==> src/sv/assert_macros.svh <==
// Assertion macros for the LED wave diffusion RTL.
`ifndef ASSERT_MACROS_SVH
`define ASSERT_MACROS_SVH

// Antecedent implies consequent in the same cycle.
`define LWD_ASSERT_IMP(lbl, ante, cons) \
  lbl: assert property (@(posedge clk) disable iff (!rst_n) (ante) |-> (cons)) \
    else $error("assertion failed");

// Antecedent implies consequent in the next cycle.
`define LWD_ASSERT_NXT(lbl, ante, cons) \
  lbl: assert property (@(posedge clk) disable iff (!rst_n) (ante) |=> (cons)) \
    else $error("assertion failed");

`endif

==> src/sv/lwd_pkg.sv <==
// Types, constants and arithmetic helpers for the LED wave diffusion block.
package lwd_pkg;

  localparam int LWD_LED_COUNT = 16;
  localparam int LWD_LEVEL_W   = 8;
  localparam int LWD_POS_W     = 4;
  localparam logic [LWD_LEVEL_W-1:0] LWD_LEVEL_MAX = 8'hFF;

  typedef enum logic [1:0] {
    OP_INJECT = 2'd0,
    OP_TICK   = 2'd1,
    OP_CLEAR  = 2'd2
  } lwd_op_t;

  // One diffused level on its way to the output.
  typedef struct packed {
    logic                   vld;
    logic [LWD_POS_W-1:0]   pos;
    logic [LWD_LEVEL_W-1:0] level;
    logic                   last;
  } lwd_beat_t;

  // floor(x/5) by reciprocal: exact for 8-bit x.
  function automatic logic [LWD_LEVEL_W-1:0] lwd_div5(input logic [LWD_LEVEL_W-1:0] x);
    logic [17:0] prod;
    prod = 18'(x) * 18'd205;
    return prod[17:10];
  endfunction

  // floor(x/255) for x up to 255*255.
  function automatic logic [LWD_LEVEL_W-1:0] lwd_div255(input logic [15:0] x);
    logic [16:0] t;
    t = 17'(x) + 17'(x[15:8]) + 17'd1;
    return t[15:8];
  endfunction

  // left/5 + self/2 + right/5, held at full scale.
  function automatic logic [LWD_LEVEL_W-1:0] lwd_diffuse(
    input logic [LWD_LEVEL_W-1:0] left,
    input logic [LWD_LEVEL_W-1:0] self,
    input logic [LWD_LEVEL_W-1:0] right
  );
    logic [9:0] s;
    s = 10'(lwd_div5(left)) + 10'(self >> 1) + 10'(lwd_div5(right));
    return (s > 10'(LWD_LEVEL_MAX)) ? LWD_LEVEL_MAX : s[7:0];
  endfunction

endpackage

==> src/sv/led_wave_diffusion.sv <==
// LED wave diffusion: one wave level per LED in a RAM, diffused and emitted on each tick of a nonzero row.
//
// The block keeps one 8-bit level per LED in a small RAM. An inject beat sets one
// LED to full scale, a clear beat zeroes the whole row, and both complete while
// idle with no output. A tick beat on a row with any nonzero level walks the
// RAM once through its single read port: each entry is read, the new level
// left/5 + self/2 + right/5 is formed from a three-entry window and written back
// in place, scaled by luminosity/255, and sent out in LED order with tlast on the
// final LED. A tick on an all-zero row is accepted and emits nothing. A working
// tick holds off the input until the walk ends (one read per LED, then the RAM
// read register and the right-end step), and its last output beat then passes
// the product and output registers; output backpressure freezes the whole walk.
// Reset and clear take effect at once through per-entry valid bits, so no
// clearing pass is needed. Write luminosity only while the block is idle.
`include "assert_macros.svh"

module led_wave_diffusion
  import lwd_pkg::*;
#(
  parameter int LED_COUNT = LWD_LED_COUNT
) (
  input  logic        clk,
  input  logic        rst_n,
  // in_tdata: [1:0] op, [5:2] led_index, [7:6] zero
  input  logic        in_tvalid,
  output logic        in_tready,
  input  logic [7:0]  in_tdata,
  // out_tdata: [3:0] led_position, [11:4] level, [15:12] zero
  output logic        out_tvalid,
  input  logic        out_tready,
  output logic [15:0] out_tdata,
  output logic        out_tlast,
  input  logic        cfg_valid,
  output logic        cfg_ready,
  input  logic [7:0]  cfg_data
);

  localparam int AW = $clog2(LED_COUNT);
  localparam int CW = $clog2(LED_COUNT + 1);

  typedef enum logic [1:0] {
    ST_IDLE = 2'b01,
    ST_WALK = 2'b10
  } state_t;

  state_t                 state_r;
  state_t                 state_nxt;
  logic [CW-1:0]          rd_cnt_r;
  logic                   dv_r;
  logic                   vb_r;
  logic [LED_COUNT-1:0]   valid_r;
  logic                   nz_r;
  logic [LWD_LEVEL_W-1:0] lum_r;

  logic                   in_acc;
  lwd_op_t                in_op;
  logic [LWD_POS_W-1:0]   in_idx;
  logic                   in_range;
  logic                   inj_we;
  logic                   tick_go;
  logic                   adv;
  logic                   walk_issue;
  logic                   ram_re;
  logic                   ram_we;
  logic [AW-1:0]          ram_waddr;
  logic [LWD_LEVEL_W-1:0] ram_wdata;
  logic [AW-1:0]          ram_raddr;
  logic [LWD_LEVEL_W-1:0] ram_q;
  logic [LWD_LEVEL_W-1:0] rd_level;

  logic                   dif_wr_en;
  logic [AW-1:0]          dif_wr_addr;
  logic [LWD_LEVEL_W-1:0] dif_wr_data;
  logic                   dif_done;
  logic                   dif_nz;
  lwd_beat_t              dif_beat;

  logic [LWD_POS_W-1:0]   o_pos;
  logic [LWD_LEVEL_W-1:0] o_level;

  // Input decode.
  assign in_tready = (state_r == ST_IDLE);
  assign in_acc    = in_tvalid && in_tready;
  assign in_op     = lwd_op_t'(in_tdata[1:0]);
  assign in_idx    = in_tdata[5:2];
  // Drop an inject aimed past the end of the row.
  assign in_range  = (32'(in_idx) < 32'(LED_COUNT));
  assign inj_we    = in_acc && (in_op == OP_INJECT) && in_range;
  // Skip the walk when every level is zero.
  assign tick_go   = in_acc && (in_op == OP_TICK) && nz_r;

  assign cfg_ready = 1'b1;

  // Advance the walk only when the output register is free or being drained.
  assign adv        = !out_tvalid || out_tready;
  assign walk_issue = (state_r == ST_WALK) && (rd_cnt_r < CW'(LED_COUNT));
  assign ram_re     = adv && walk_issue;
  assign ram_raddr  = rd_cnt_r[AW-1:0];

  // Inject and walk write-back never overlap: inject only happens while idle.
  assign ram_we    = inj_we || dif_wr_en;
  assign ram_waddr = inj_we ? AW'(in_idx) : dif_wr_addr;
  assign ram_wdata = inj_we ? LWD_LEVEL_MAX : dif_wr_data;

  // An entry not written since reset or clear reads as zero.
  assign rd_level = vb_r ? ram_q : '0;

  always_comb begin
    state_nxt = state_r;
    unique case (state_r)
      ST_IDLE: begin
        if (tick_go) begin
          state_nxt = ST_WALK;
        end
      end
      ST_WALK: begin
        if (dif_done) begin
          state_nxt = ST_IDLE;
        end
      end
      default: state_nxt = ST_IDLE;
    endcase
  end

  always_ff @(posedge clk) begin
    if (!rst_n) begin
      state_r  <= ST_IDLE;
      rd_cnt_r <= '0;
      dv_r     <= 1'b0;
      valid_r  <= '0;
      nz_r     <= 1'b0;
      lum_r    <= LWD_LEVEL_MAX;
    end else begin
      state_r <= state_nxt;
      if (cfg_valid) begin
        lum_r <= cfg_data;
      end
      if (adv) begin
        dv_r <= walk_issue;
        if (walk_issue) begin
          rd_cnt_r <= rd_cnt_r + CW'(1);
        end
      end
      if (dif_wr_en) begin
        valid_r[dif_wr_addr] <= 1'b1;
      end
      if (dif_done) begin
        nz_r <= dif_nz;
      end
      if (in_acc) begin
        unique case (in_op)
          OP_INJECT: begin
            if (in_range) begin
              valid_r[AW'(in_idx)] <= 1'b1;
              nz_r                 <= 1'b1;
            end
          end
          OP_TICK: begin
            if (nz_r) begin
              rd_cnt_r <= '0;
            end
          end
          OP_CLEAR: begin
            valid_r <= '0;
            nz_r    <= 1'b0;
          end
          default: begin
          end
        endcase
      end
    end
  end

  // Capture the entry's valid bit alongside its read.
  always_ff @(posedge clk) begin
    if (ram_re) begin
      vb_r <= valid_r[ram_raddr];
    end
  end

  lwd_ram #(
    .WIDTH (LWD_LEVEL_W),
    .DEPTH (LED_COUNT)
  ) u_ram (
    .clk   (clk),
    .we    (ram_we),
    .waddr (ram_waddr),
    .wdata (ram_wdata),
    .re    (ram_re),
    .raddr (ram_raddr),
    .rdata (ram_q)
  );

  lwd_diffuse #(
    .LED_COUNT (LED_COUNT)
  ) u_diffuse (
    .clk     (clk),
    .rst_n   (rst_n),
    .adv     (adv),
    .dv      (dv_r),
    .d       (rd_level),
    .wr_en   (dif_wr_en),
    .wr_addr (dif_wr_addr),
    .wr_data (dif_wr_data),
    .done    (dif_done),
    .any_nz  (dif_nz),
    .beat    (dif_beat)
  );

  lwd_scale u_scale (
    .clk       (clk),
    .rst_n     (rst_n),
    .adv       (adv),
    .lum       (lum_r),
    .beat      (dif_beat),
    .out_vld   (out_tvalid),
    .out_pos   (o_pos),
    .out_level (o_level),
    .out_last  (out_tlast)
  );

  assign out_tdata = {4'b0, o_level, o_pos};

  `LWD_ASSERT_NXT(a_clear_empties, in_acc && in_op == OP_CLEAR, valid_r == '0 && !nz_r)
  `LWD_ASSERT_IMP(a_last_pos, out_tvalid && out_tlast, out_tdata[3:0] == 4'(LED_COUNT - 1))
  `LWD_ASSERT_IMP(a_freeze_read, !adv, !ram_re)
  `LWD_ASSERT_IMP(a_walk_owns_write, dif_wr_en, state_r == ST_WALK)

endmodule

==> src/sv/lwd_ram.sv <==
// Generic single-write, single-read RAM with registered read data.
module lwd_ram #(
  parameter int WIDTH = 8,
  parameter int DEPTH = 16
) (
  input  logic                     clk,
  input  logic                     we,
  input  logic [$clog2(DEPTH)-1:0] waddr,
  input  logic [WIDTH-1:0]         wdata,
  input  logic                     re,
  input  logic [$clog2(DEPTH)-1:0] raddr,
  output logic [WIDTH-1:0]         rdata
);

  logic [WIDTH-1:0] mem [DEPTH];
  logic [WIDTH-1:0] rdata_r;

  always_ff @(posedge clk) begin
    if (we) begin
      mem[waddr] <= wdata;
    end
    if (re) begin
      rdata_r <= mem[raddr];
    end
  end

  assign rdata = rdata_r;

endmodule

==> src/sv/lwd_diffuse.sv <==
// Three-entry sliding window over the level walk: computes and writes back new levels.
module lwd_diffuse
  import lwd_pkg::*;
#(
  parameter int LED_COUNT = LWD_LED_COUNT
) (
  input  logic                         clk,
  input  logic                         rst_n,
  input  logic                         adv,
  input  logic                         dv,
  input  logic [LWD_LEVEL_W-1:0]       d,
  output logic                         wr_en,
  output logic [$clog2(LED_COUNT)-1:0] wr_addr,
  output logic [LWD_LEVEL_W-1:0]       wr_data,
  output logic                         done,
  output logic                         any_nz,
  output lwd_beat_t                    beat
);

  localparam int AW = $clog2(LED_COUNT);

  logic                   full_r;
  logic [AW-1:0]          c_r;
  logic [LWD_LEVEL_W-1:0] prev_r;
  logic [LWD_LEVEL_W-1:0] cur_r;
  logic                   acc_r;
  lwd_beat_t              beat_r;

  logic                   at_end;
  logic                   compute;
  logic [LWD_LEVEL_W-1:0] nbr;
  logic [LWD_LEVEL_W-1:0] new_level;

  assign at_end    = (c_r == AW'(LED_COUNT - 1));
  assign compute   = adv && full_r && (dv || at_end);
  // Past the right end the neighbor counts as zero.
  assign nbr       = dv ? d : '0;
  assign new_level = lwd_diffuse(prev_r, cur_r, nbr);

  assign wr_en   = compute;
  assign wr_addr = c_r;
  assign wr_data = new_level;
  assign done    = compute && at_end;
  assign any_nz  = acc_r || (new_level != '0);
  assign beat    = beat_r;

  always_ff @(posedge clk) begin
    if (!rst_n) begin
      full_r     <= 1'b0;
      acc_r      <= 1'b0;
      beat_r.vld <= 1'b0;
    end else if (adv) begin
      beat_r.vld <= compute;
      if (dv) begin
        if (full_r) begin
          acc_r <= any_nz;
        end else begin
          full_r <= 1'b1;
          acc_r  <= 1'b0;
        end
      end else if (done) begin
        full_r <= 1'b0;
      end
    end
  end

  // Window and beat payload: no reset.
  always_ff @(posedge clk) begin
    if (adv) begin
      beat_r.pos   <= LWD_POS_W'(c_r);
      beat_r.level <= new_level;
      beat_r.last  <= at_end;
      if (dv) begin
        if (full_r) begin
          prev_r <= cur_r;
          c_r    <= c_r + AW'(1);
        end else begin
          prev_r <= '0;
          c_r    <= '0;
        end
        cur_r <= d;
      end
    end
  end

endmodule

==> src/sv/lwd_scale.sv <==
// Brightness scaling stages and output register.
module lwd_scale
  import lwd_pkg::*;
(
  input  logic                   clk,
  input  logic                   rst_n,
  input  logic                   adv,
  input  logic [LWD_LEVEL_W-1:0] lum,
  input  lwd_beat_t              beat,
  output logic                   out_vld,
  output logic [LWD_POS_W-1:0]   out_pos,
  output logic [LWD_LEVEL_W-1:0] out_level,
  output logic                   out_last
);

  logic                   p_vld_r;
  logic [15:0]            p_prod_r;
  logic [LWD_POS_W-1:0]   p_pos_r;
  logic                   p_last_r;
  logic                   o_vld_r;
  logic [LWD_POS_W-1:0]   o_pos_r;
  logic [LWD_LEVEL_W-1:0] o_level_r;
  logic                   o_last_r;

  always_ff @(posedge clk) begin
    if (!rst_n) begin
      p_vld_r <= 1'b0;
      o_vld_r <= 1'b0;
    end else if (adv) begin
      p_vld_r <= beat.vld;
      o_vld_r <= p_vld_r;
    end
  end

  always_ff @(posedge clk) begin
    if (adv) begin
      p_prod_r  <= 16'(beat.level) * 16'(lum);
      p_pos_r   <= beat.pos;
      p_last_r  <= beat.last;
      o_level_r <= lwd_div255(p_prod_r);
      o_pos_r   <= p_pos_r;
      o_last_r  <= p_last_r;
    end
  end

  assign out_vld   = o_vld_r;
  assign out_pos   = o_pos_r;
  assign out_level = o_level_r;
  assign out_last  = o_last_r;

endmodule
==> config.mk <==
export PLATFORM = sky130hd
export DESIGN_NAME = led_wave_diffusion
export DESIGN_NICKNAME = d
export VERILOG_FILES = /design/src/sv/lwd_pkg.sv /design/src/sv/led_wave_diffusion.sv /design/src/sv/lwd_ram.sv /design/src/sv/lwd_diffuse.sv /design/src/sv/lwd_scale.sv
export VERILOG_INCLUDE_DIRS = /design/src /design/src/sv
export SDC_FILE = /design/constraint.sdc
export NUM_CORES = 1
export LEC_CHECK = 0
export BUFFER_PORTS_ARGS = -buffer_cell sky130_fd_sc_hd__buf_2
export CAP_MARGIN = 10
export CORE_UTILIZATION = 55
export DETAILED_ROUTE_END_ITERATION = 8
export PLACE_DENSITY = 0.83
export SYNTH_ARGS = -nofsm -noshare
export SYNTH_HDL_FRONTEND = slang
export SYNTH_HIERARCHICAL = 1
export SYNTH_SLANG_ARGS = --single-unit
==> constraint.sdc <==
create_clock -name clk -period 10.1 [get_ports clk]
set_input_delay 1.01 -clock clk [delete_from_list [all_inputs] [get_ports clk]]
set_output_delay 1.01 -clock clk [all_outputs]
set_load 0.005 [all_outputs]
==> PnR_summary.wiki, run 1 <==
{| class="wikitable"
! Metric !! Value
|-
| Outcome || completed
|-
| Most frequent cells after synthesis || 204 x edfxtp_1, 143 x inv_1, 130 x ha_1, 80 x and2_1, 63 x fa_1
|-
| Post-synth EDFFs || 204
|-
| Buf+Inv Stages, Crit Path || 3
|-
| Root buffer cell || clkbuf_16
|-
| Startpoint of the most critical hold path || u_diffuse/beat[10]$_DFFE_PP_
|-
| Largest fanout on the critical path || 8
|-
| Number of global-route vias before repair || 9146
|-
| Wire length of the first global-routing pass || 46.2 mm
|-
| Placer Congestion || 0.882
|-
| Highest attainable clock frequency || 145 MHz
|-
| Std-Cell Core Area || 0.0260 mm²
|-
| Overall Global Routing Usage || 22.0%
|-
| Number of warnings printed during yosys synthesis || 6
|-
| Post-layout min period || 6890 ps
|-
| Final worst path period share || 68.2%
|-
| Total number of clock tree sinks || 242
|-
| Hold path depth || 0
|-
| Leakage power figure || 6.64 nW
|-
| Transition time at the pin with the least slew margin || 1060 ps
|-
| # port buffers || 33
|-
| N_diodes || 0
|-
| Sink of the worst hold path || u_scale/p_pos_r[1]$_DFFE_PP_
|-
| Mean number of vias per cell || 5.84
|-
| Largest delay contributor family on the critical path || adder cells
|-
| Mean area per synthesized cell || 12.8 µm²
|-
| DRC errors left || 0
|-
| Net count reported at finish || 1390
|-
| Layout Utilization || 60.8%
|-
| Post-CTS Setup Bufs || 0
|-
| Worst flop-to-flop path startpoint || vb_r$_DFFE_PP_
|-
| Worst path required time || 10500 ps
|-
| WL per Instance || 18.6 µm
|-
| Cell repeated most along the worst path || fa_1
|-
| R2r endpoint || nz_r$_SDFF_PN0_
|-
| Final number of hold-violating endpoints || 0
|-
| Distinct cells, synth || 78
|-
| Mapped cell area || 0.0146 mm²
|-
| Antenna viol nets, final || 0
|-
| Met2 WL post-DR || 14.5 mm
|-
| RSZ-0062 raised after global routing || false
|-
| Most common cell in the netlist || edfxtp_1
|-
| CTS Hold Buffers Added || 0
|-
| Worst-Skew Late Latency || 540 ps
|-
| Layout area overhead || 8.56%
|-
| Gate count after technology mapping || 1135
|-
| Antenna violations before repair || 0
|-
| Setup clock skew after layout || 22.4 ps
|-
| Total gr overflow || 0
|-
| Maximum root-to-sink buffer count || 3
|-
| Number of max-slew violations in the final report || 0
|-
| Die area || 0.0271 mm²
|-
| Site Rows || 59
|-
| Via total after detailed routing || 8920
|-
| Fraction of synthesized cell area taken by the top area cell type || 42.1%
|-
| R2R depth || 23
|-
| Number of gates resized after CTS || 0
|-
| Maximum number of pins on one net before global-route repair || 54
|-
| Starting DRC count in detailed routing || 599
|-
| Total detailed-routing wirelength || 28.4 mm
|-
| Cts bufs inserted || 25
|-
| Reg clk slew, reported paths || 60 ps
|-
| Crit path largest cell delay || 540 ps
|-
| Initial standard-cell utilization of the core || 56.1%
|-
| Max capacitance violation total || 0
|-
| Sequential area share after synthesis || 47.3%
|-
| Post-DP HPWL || 20.2 mm
|-
| TritonRoute pass-1 iters || 5
|-
| Detailed-routing wirelength on met1 || 11.7 mm
|-
| Met3 routed WL || 1.33 mm
|-
| Total cell area at the placement stage || 0.0150 mm²
|-
| CP max stage cell || fa_1
|-
| Share of async-settable or async-resettable flops after synthesis || 0%
|-
| Number of H-tree branching levels || 1
|-
| Worst-case vdd ir drop || 160 µV
|-
| Worst hold-check path type || reg -> reg
|-
| Cell Chain, Critical Path || and2_1, nand2b_1, a21boi_0, ha_1, inv_1, fa_1, fa_1, inv_1, ha_1, nand3_1, nand4b_1, o21ai_0, o21bai_1, xnor2_1, fa_1, inv_1, ha_1, fa_1, or4_1, or3_1, or4_1, mux2i_1, a21oi_1
|-
| Cell types occupying the most area after synthesis || edfxtp_1 42%, ha_1 11%, fa_1 8.7%
|-
| Fraction of final layout cells sized beyond drive strength 1 || 11.1%
|-
| Die Y-Extent || 165 µm
|-
| Reg-to-reg setup timing slack || 3210 ps
|-
| Synthesis-stage register bit count || 242
|-
| Top Metal Used || met4
|-
| Category of the most critical setup path || reg -> reg
|-
| Worst slew margin || 29.6%
|-
| CTS tree || done
|-
| DIE WIDTH || 165 µm
|-
| Startpoint types || flop
|-
| Critical Path End Type || flop
|-
| Top_reg_cell synth || edfxtp_1
|-
| Cell accounting for the most synthesized area || edfxtp_1
|-
| Finished layout cell area || 0.0158 mm²
|-
| Final setup fails || 0
|-
| Setup_tns || 0 ps
|-
| IO Pins || 41
|-
| Arr. time, crit path || 7290 ps
|-
| P per Cell Area || 154 mW/mm²
|}
-- cell families after synthesis --
group / synth area share (%)
AOI/OAI and AO/OA: 6.75
other: 0.0516
buffers and inverters: 5.03
adders and majority gates: 19.8
and+or+nand+nor: 11.2
xor gates and xnor gates: 2.59
DFF: 47.3
muxes: 7.24
-- flip-flops by register name (all words and copies together) (netlist names), 2 cells and up --
register and count:
lum_r 8, rd_cnt_r 5, state_r 2, u_diffuse/beat 14, u_diffuse/cur_r 8, u_diffuse/prev_r 8
u_diffuse/wr_addr 4, u_ram/mem 128, u_ram/rdata 8, u_scale/out_level 8, u_scale/out_pos 4, u_scale/p_pos_r 4
u_scale/p_prod_r 16, valid_r 16
-- layout by cell type, fill, tap and decap left out, drive strengths merged, types with 4 or more instances in the layout --
master / n
a22oi: 18
mux4: 34
or2: 12
clkinv: 8
clkbuf: 30
mux2: 5
xnor2: 26
buf: 41
mux2i: 18
nand3: 16
nand2: 51
nand4b: 5
ha: 130
o21a: 8
o21ai: 17
nor2b: 15
edfxtp: 204
fa: 63
inv: 146
nor2: 44
nand2b: 9
o21bai: 4
a21o: 9
a211oi: 4
dfxtp: 38
a21oi: 32
and3b: 4
xor2: 17
and3: 11
a31oi: 8
and2: 80
o22ai: 10
nand4: 7
conb: 5
nor3: 12
-- layer usage --
layer / vias to the layer above / GRT usage, %
met4: 0 / 7.92
met2: 270 / 39.4
li1: 4152 / -
met3: 76 / 2.94
met5: - / 0
met1: 4422 / 27.1
-- power by group --
group          internal (mW)  switching (mW)  total, mW
registers               1.14          0.0311       1.17
logic                  0.175           0.203      0.378
clock network          0.510           0.381      0.890
-- worst max path at each step --
stage | start | to | slack [ps] | cells past startpoint
floorplan | vb_r$_DFFE_PP_ | nz_r$_SDFF_PN0_ | 3970 | 24
global placement | dv_r$_SDFFE_PN0N_ | nz_r$_SDFF_PN0_ | 3260 | 23
detailed placement | vb_r$_DFFE_PP_ | nz_r$_SDFF_PN0_ | 3170 | 23
CTS | vb_r$_DFFE_PP_ | nz_r$_SDFF_PN0_ | 3150 | 23
global route | dv_r$_SDFFE_PN0N_ | nz_r$_SDFF_PN0_ | 2690 | 23
finish | vb_r$_DFFE_PP_ | nz_r$_SDFF_PN0_ | 3210 | 23
-- layout make-up --
class / count / area [µm²]
multi-input combinational: 723 / 6960
clock buffer: 30 / 644
inverter: 143 / 537
timing repair buffer: 41 / 225
clock inverter: 14 / 141
sequential: 242 / 6890
tap: 335 / 419
fill: 1900 / 10200
-- per-stage QoR --
stage	hold slack, ps	setup WS, ps	power [mW]	std cells
after floorplan	400	3970	1.47	1138
after global placement	401	3260	1.54	1484
after detailed placement	405	3170	1.56	1484
after CTS	419	3150	2.45	1528
after global routing	422	2690	2.54	1528
final	420	3210	2.44	1528
Power figures use the tool's default switching activity.
==> inputs of run 2 (changes only) <==
--- a/config.mk
+++ b/config.mk
@@ -10,7 +10,7 @@
 export CAP_MARGIN = 10
 export CORE_UTILIZATION = 55
 export DETAILED_ROUTE_END_ITERATION = 8
-export PLACE_DENSITY = 0.83
+export PLACE_DENSITY = 0.85
 export SYNTH_ARGS = -nofsm -noshare
 export SYNTH_HDL_FRONTEND = slang
 export SYNTH_HIERARCHICAL = 1
==> constraint.sdc (replaced) <==
create_clock -name clk -period 5.8 [get_ports clk]
set_input_delay 0.58 -clock clk [delete_from_list [all_inputs] [get_ports clk]]
set_output_delay 0.58 -clock clk [all_outputs]
set_load 0.005 [all_outputs]
==> run 2 against run 1 <==
- the run now ends with setup timing left
- die area is the same
- sequential power grew 74%
- final area rose by 8.1%
- via count is 8.8% higher
- routed wire length grew 19%
- first-iteration DRC count up 18%
- critical endpoint unchanged
- largest cell class unchanged
==> PnR_summary.wiki, run 2 (same netlist as run 1, synthesis figures left out) <==
{| class="wikitable"
! Metric !! Value
|-
| TritonRoute pass-1 iters || 5
|-
| Worst-case vdd ir drop || 401 µV
|-
| Fraction of final layout cells sized beyond drive strength 1 || 24.0%
|-
| Mean number of vias per cell || 5.99
|-
| IO Pins || 41
|-
| Highest attainable clock frequency || 161 MHz
|-
| Layout Utilization || 65.8%
|-
| Worst-Skew Late Latency || 540 ps
|-
| Final setup fails || 35
|-
| Reg clk slew, reported paths || 60 ps
|-
| Flip-flop count of the largest register after layout || 128
|-
| Site Rows || 59
|-
| Worst path required time || 6190 ps
|-
| Root buffer cell || clkbuf_16
|-
| Wire length of the first global-routing pass || 51.3 mm
|-
| WL per Instance || 20.8 µm
|-
| Cell Chain, Critical Path || buf_4, inv_1, ha_4, fa_1, inv_1, fa_1, ha_4, ha_4, o21a_1, nor2_2, a21oi_2, a21oi_2, xor2_2, fa_1, inv_2, ha_4, fa_2, or4_4, or3_4, or4_4, mux2i_1, a21oi_1
|-
| Top flop regs || u_ram/mem: 128 flops, u_scale/p_prod_r: 16 flops, valid_r: 16 flops
|-
| Total gr overflow || 0
|-
| Met2 usage || 44.7%
|-
| Crit path launch || u_diffuse/prev_r[6]$_SDFFCE_PN0P_
|-
| Final Worst Setup Slack || -413 ps
|-
| Largest fanout on the critical path || 4
|-
| Met1 Track Usage GR || 29.0%
|-
| Critical Path End Type || flop
|-
| RSZ-0062 raised after global routing || true
|-
| Most Used Layer, Global Route || met2
|-
| Net count reported at finish || 1480
|-
| Sum of internal, switching and leakage power || 4.28 mW
|-
| Starting DRC count in detailed routing || 705
|-
| Buf+Inv Stages, Crit Path || 4
|-
| Leakage power figure || 7.15 nW
|-
| Layout filler cell count || 1694
|-
| Layout area overhead || 17.3%
|-
| Highest-count cells in the layout ignoring fill and taps || 204 x edfxtp_1, 132 x inv_1, 108 x ha_1
|-
| Post-DP HPWL || 21.7 mm
|-
| Cts bufs inserted || 25
|-
| Number of global-route vias before repair || 9953
|-
| P per Cell Area || 251 mW/mm²
|-
| CP max stage cell || fa_1
|-
| Worst slew margin || 26.9%
|-
| Worst flop-to-flop path startpoint || u_diffuse/prev_r[6]$_SDFFCE_PN0P_
|-
| Crit path largest cell delay || 590 ps
|-
| Die Y-Extent || 165 µm
|-
| CTS tree || done
|-
| Overall Global Routing Usage || 24.5%
|-
| Commonest non-fill, non-tap cell in the layout || edfxtp_1
|-
| Met3 capacity usage during global routing || 4.12%
|-
| Violated checks || setup timing
|-
| Arr. time, crit path || 6600 ps
|-
| Setup clock skew after layout || 15.6 ps
|-
| Antenna violations before repair || 0
|-
| Category of the most critical setup path || reg -> reg
|-
| Maximum number of pins on one net before global-route repair || 45
|-
| CTS Hold Buffers Added || 0
|-
| Die area || 0.0271 mm²
|-
| Outcome || finished, violations left
|-
| Number of H-tree branching levels || 1
|-
| Via total after detailed routing || 9704
|-
| Largest delay contributor family on the critical path || adder cells
|-
| Max capacitance violation total || 0
|-
| Startpoint types || flop
|-
| Total number of clock tree sinks || 242
|-
| Cell repeated most along the worst path || ha_4
|-
| # placed instances || 1554
|-
| Placer Congestion || 0.863
|-
| Antenna viol nets, final || 0
|-
| Initial standard-cell utilization of the core || 56.1%
|-
| Worst hold-check path type || in -> reg
|-
| DRC errors left || 0
|-
| Post-layout min period || 6210 ps
|-
| Number of max-slew violations in the final report || 0
|-
| N_diodes || 0
|-
| Total detailed-routing wirelength || 33.7 mm
|-
| # port buffers || 33
|-
| Final worst path period share || 107%
|-
| Top register by number of flip-flops || u_ram/mem
|-
| Transition time at the pin with the least slew margin || 1100 ps
|-
| Std-Cell Core Area || 0.0260 mm²
|-
| Startpoint of the most critical hold path || cfg_data[6]
|-
| Final number of hold-violating endpoints || 0
|-
| DIE WIDTH || 165 µm
|-
| Final non-filler cell total || 1620
|-
| Maximum root-to-sink buffer count || 3
|}
-- run 2: worst paths after layout --
path                             endpoint  slack [ps]  cells past startpoint
min reg2reg  u_scale/out_pos[0]$_DFFE_PP_         420                      0
max reg2reg               nz_r$_SDFF_PN0_        -410                     22
max                       nz_r$_SDFF_PN0_        -410                     22
min                 lum_r[6]$_SDFFE_PN1P_         260                      3
-- run 2: per-layer routing --
layer	vias up	share of wire (%)
li1	4326	-
met1	4797	37
met2	458	52
met3	123	6.5
met4	0	3.6
met5	-	0
-- run 2: repair_timing --
item                       in CTS  in global routing
setup buffers                   9                  9
hold endpoints to repair        0                  0
gates resized for setup        50                 45
cloned                          2                  2
pin swaps                      36                 36
setup endpoints to repair      68                 84
-- run 2: worst min-delay path, stage by stage --
cell and delay, ps:
buf_2 70, mux2i_1 50, nand2_1 60
-- run 2: layout make-up --
class | count | area [µm²] | area share [%]
clock buffer | 37 | 727 | 4.25
clock inverter | 9 | 91.3 | 0.535
inverter | 143 | 537 | 3.14
multi-input combinational | 727 | 7550 | 44.2
sequential | 242 | 6890 | 40.3
tap | 335 | 419 | 2.45
timing repair buffer | 127 | 878 | 5.14
-- run 2: report_power, final --
part / switching (mW) / leakage, nW / internal, mW
combinational: 0.347 / 4.50 / 0.305
sequential: 0.0533 / 2.23 / 1.98
clock: 0.671 / 0.413 / 0.921
-- run 2: metrics by stage --
| step | hold slack, ps | instance area, µm² | setup TNS (ps) | setup slack (ps) |
|---|---|---|---|---|
| floorplan | 400 | 14700 | -48.0 | -48.0 |
| global placement | 401 | 15600 | -8640 | -377 |
| detailed placement | 412 | 15600 | -22220 | -542 |
| CTS | 257 | 16800 | -729 | -322 |
| global route | 273 | 17100 | -14960 | -577 |
| finish | 264 | 17100 | -5610 | -413 |
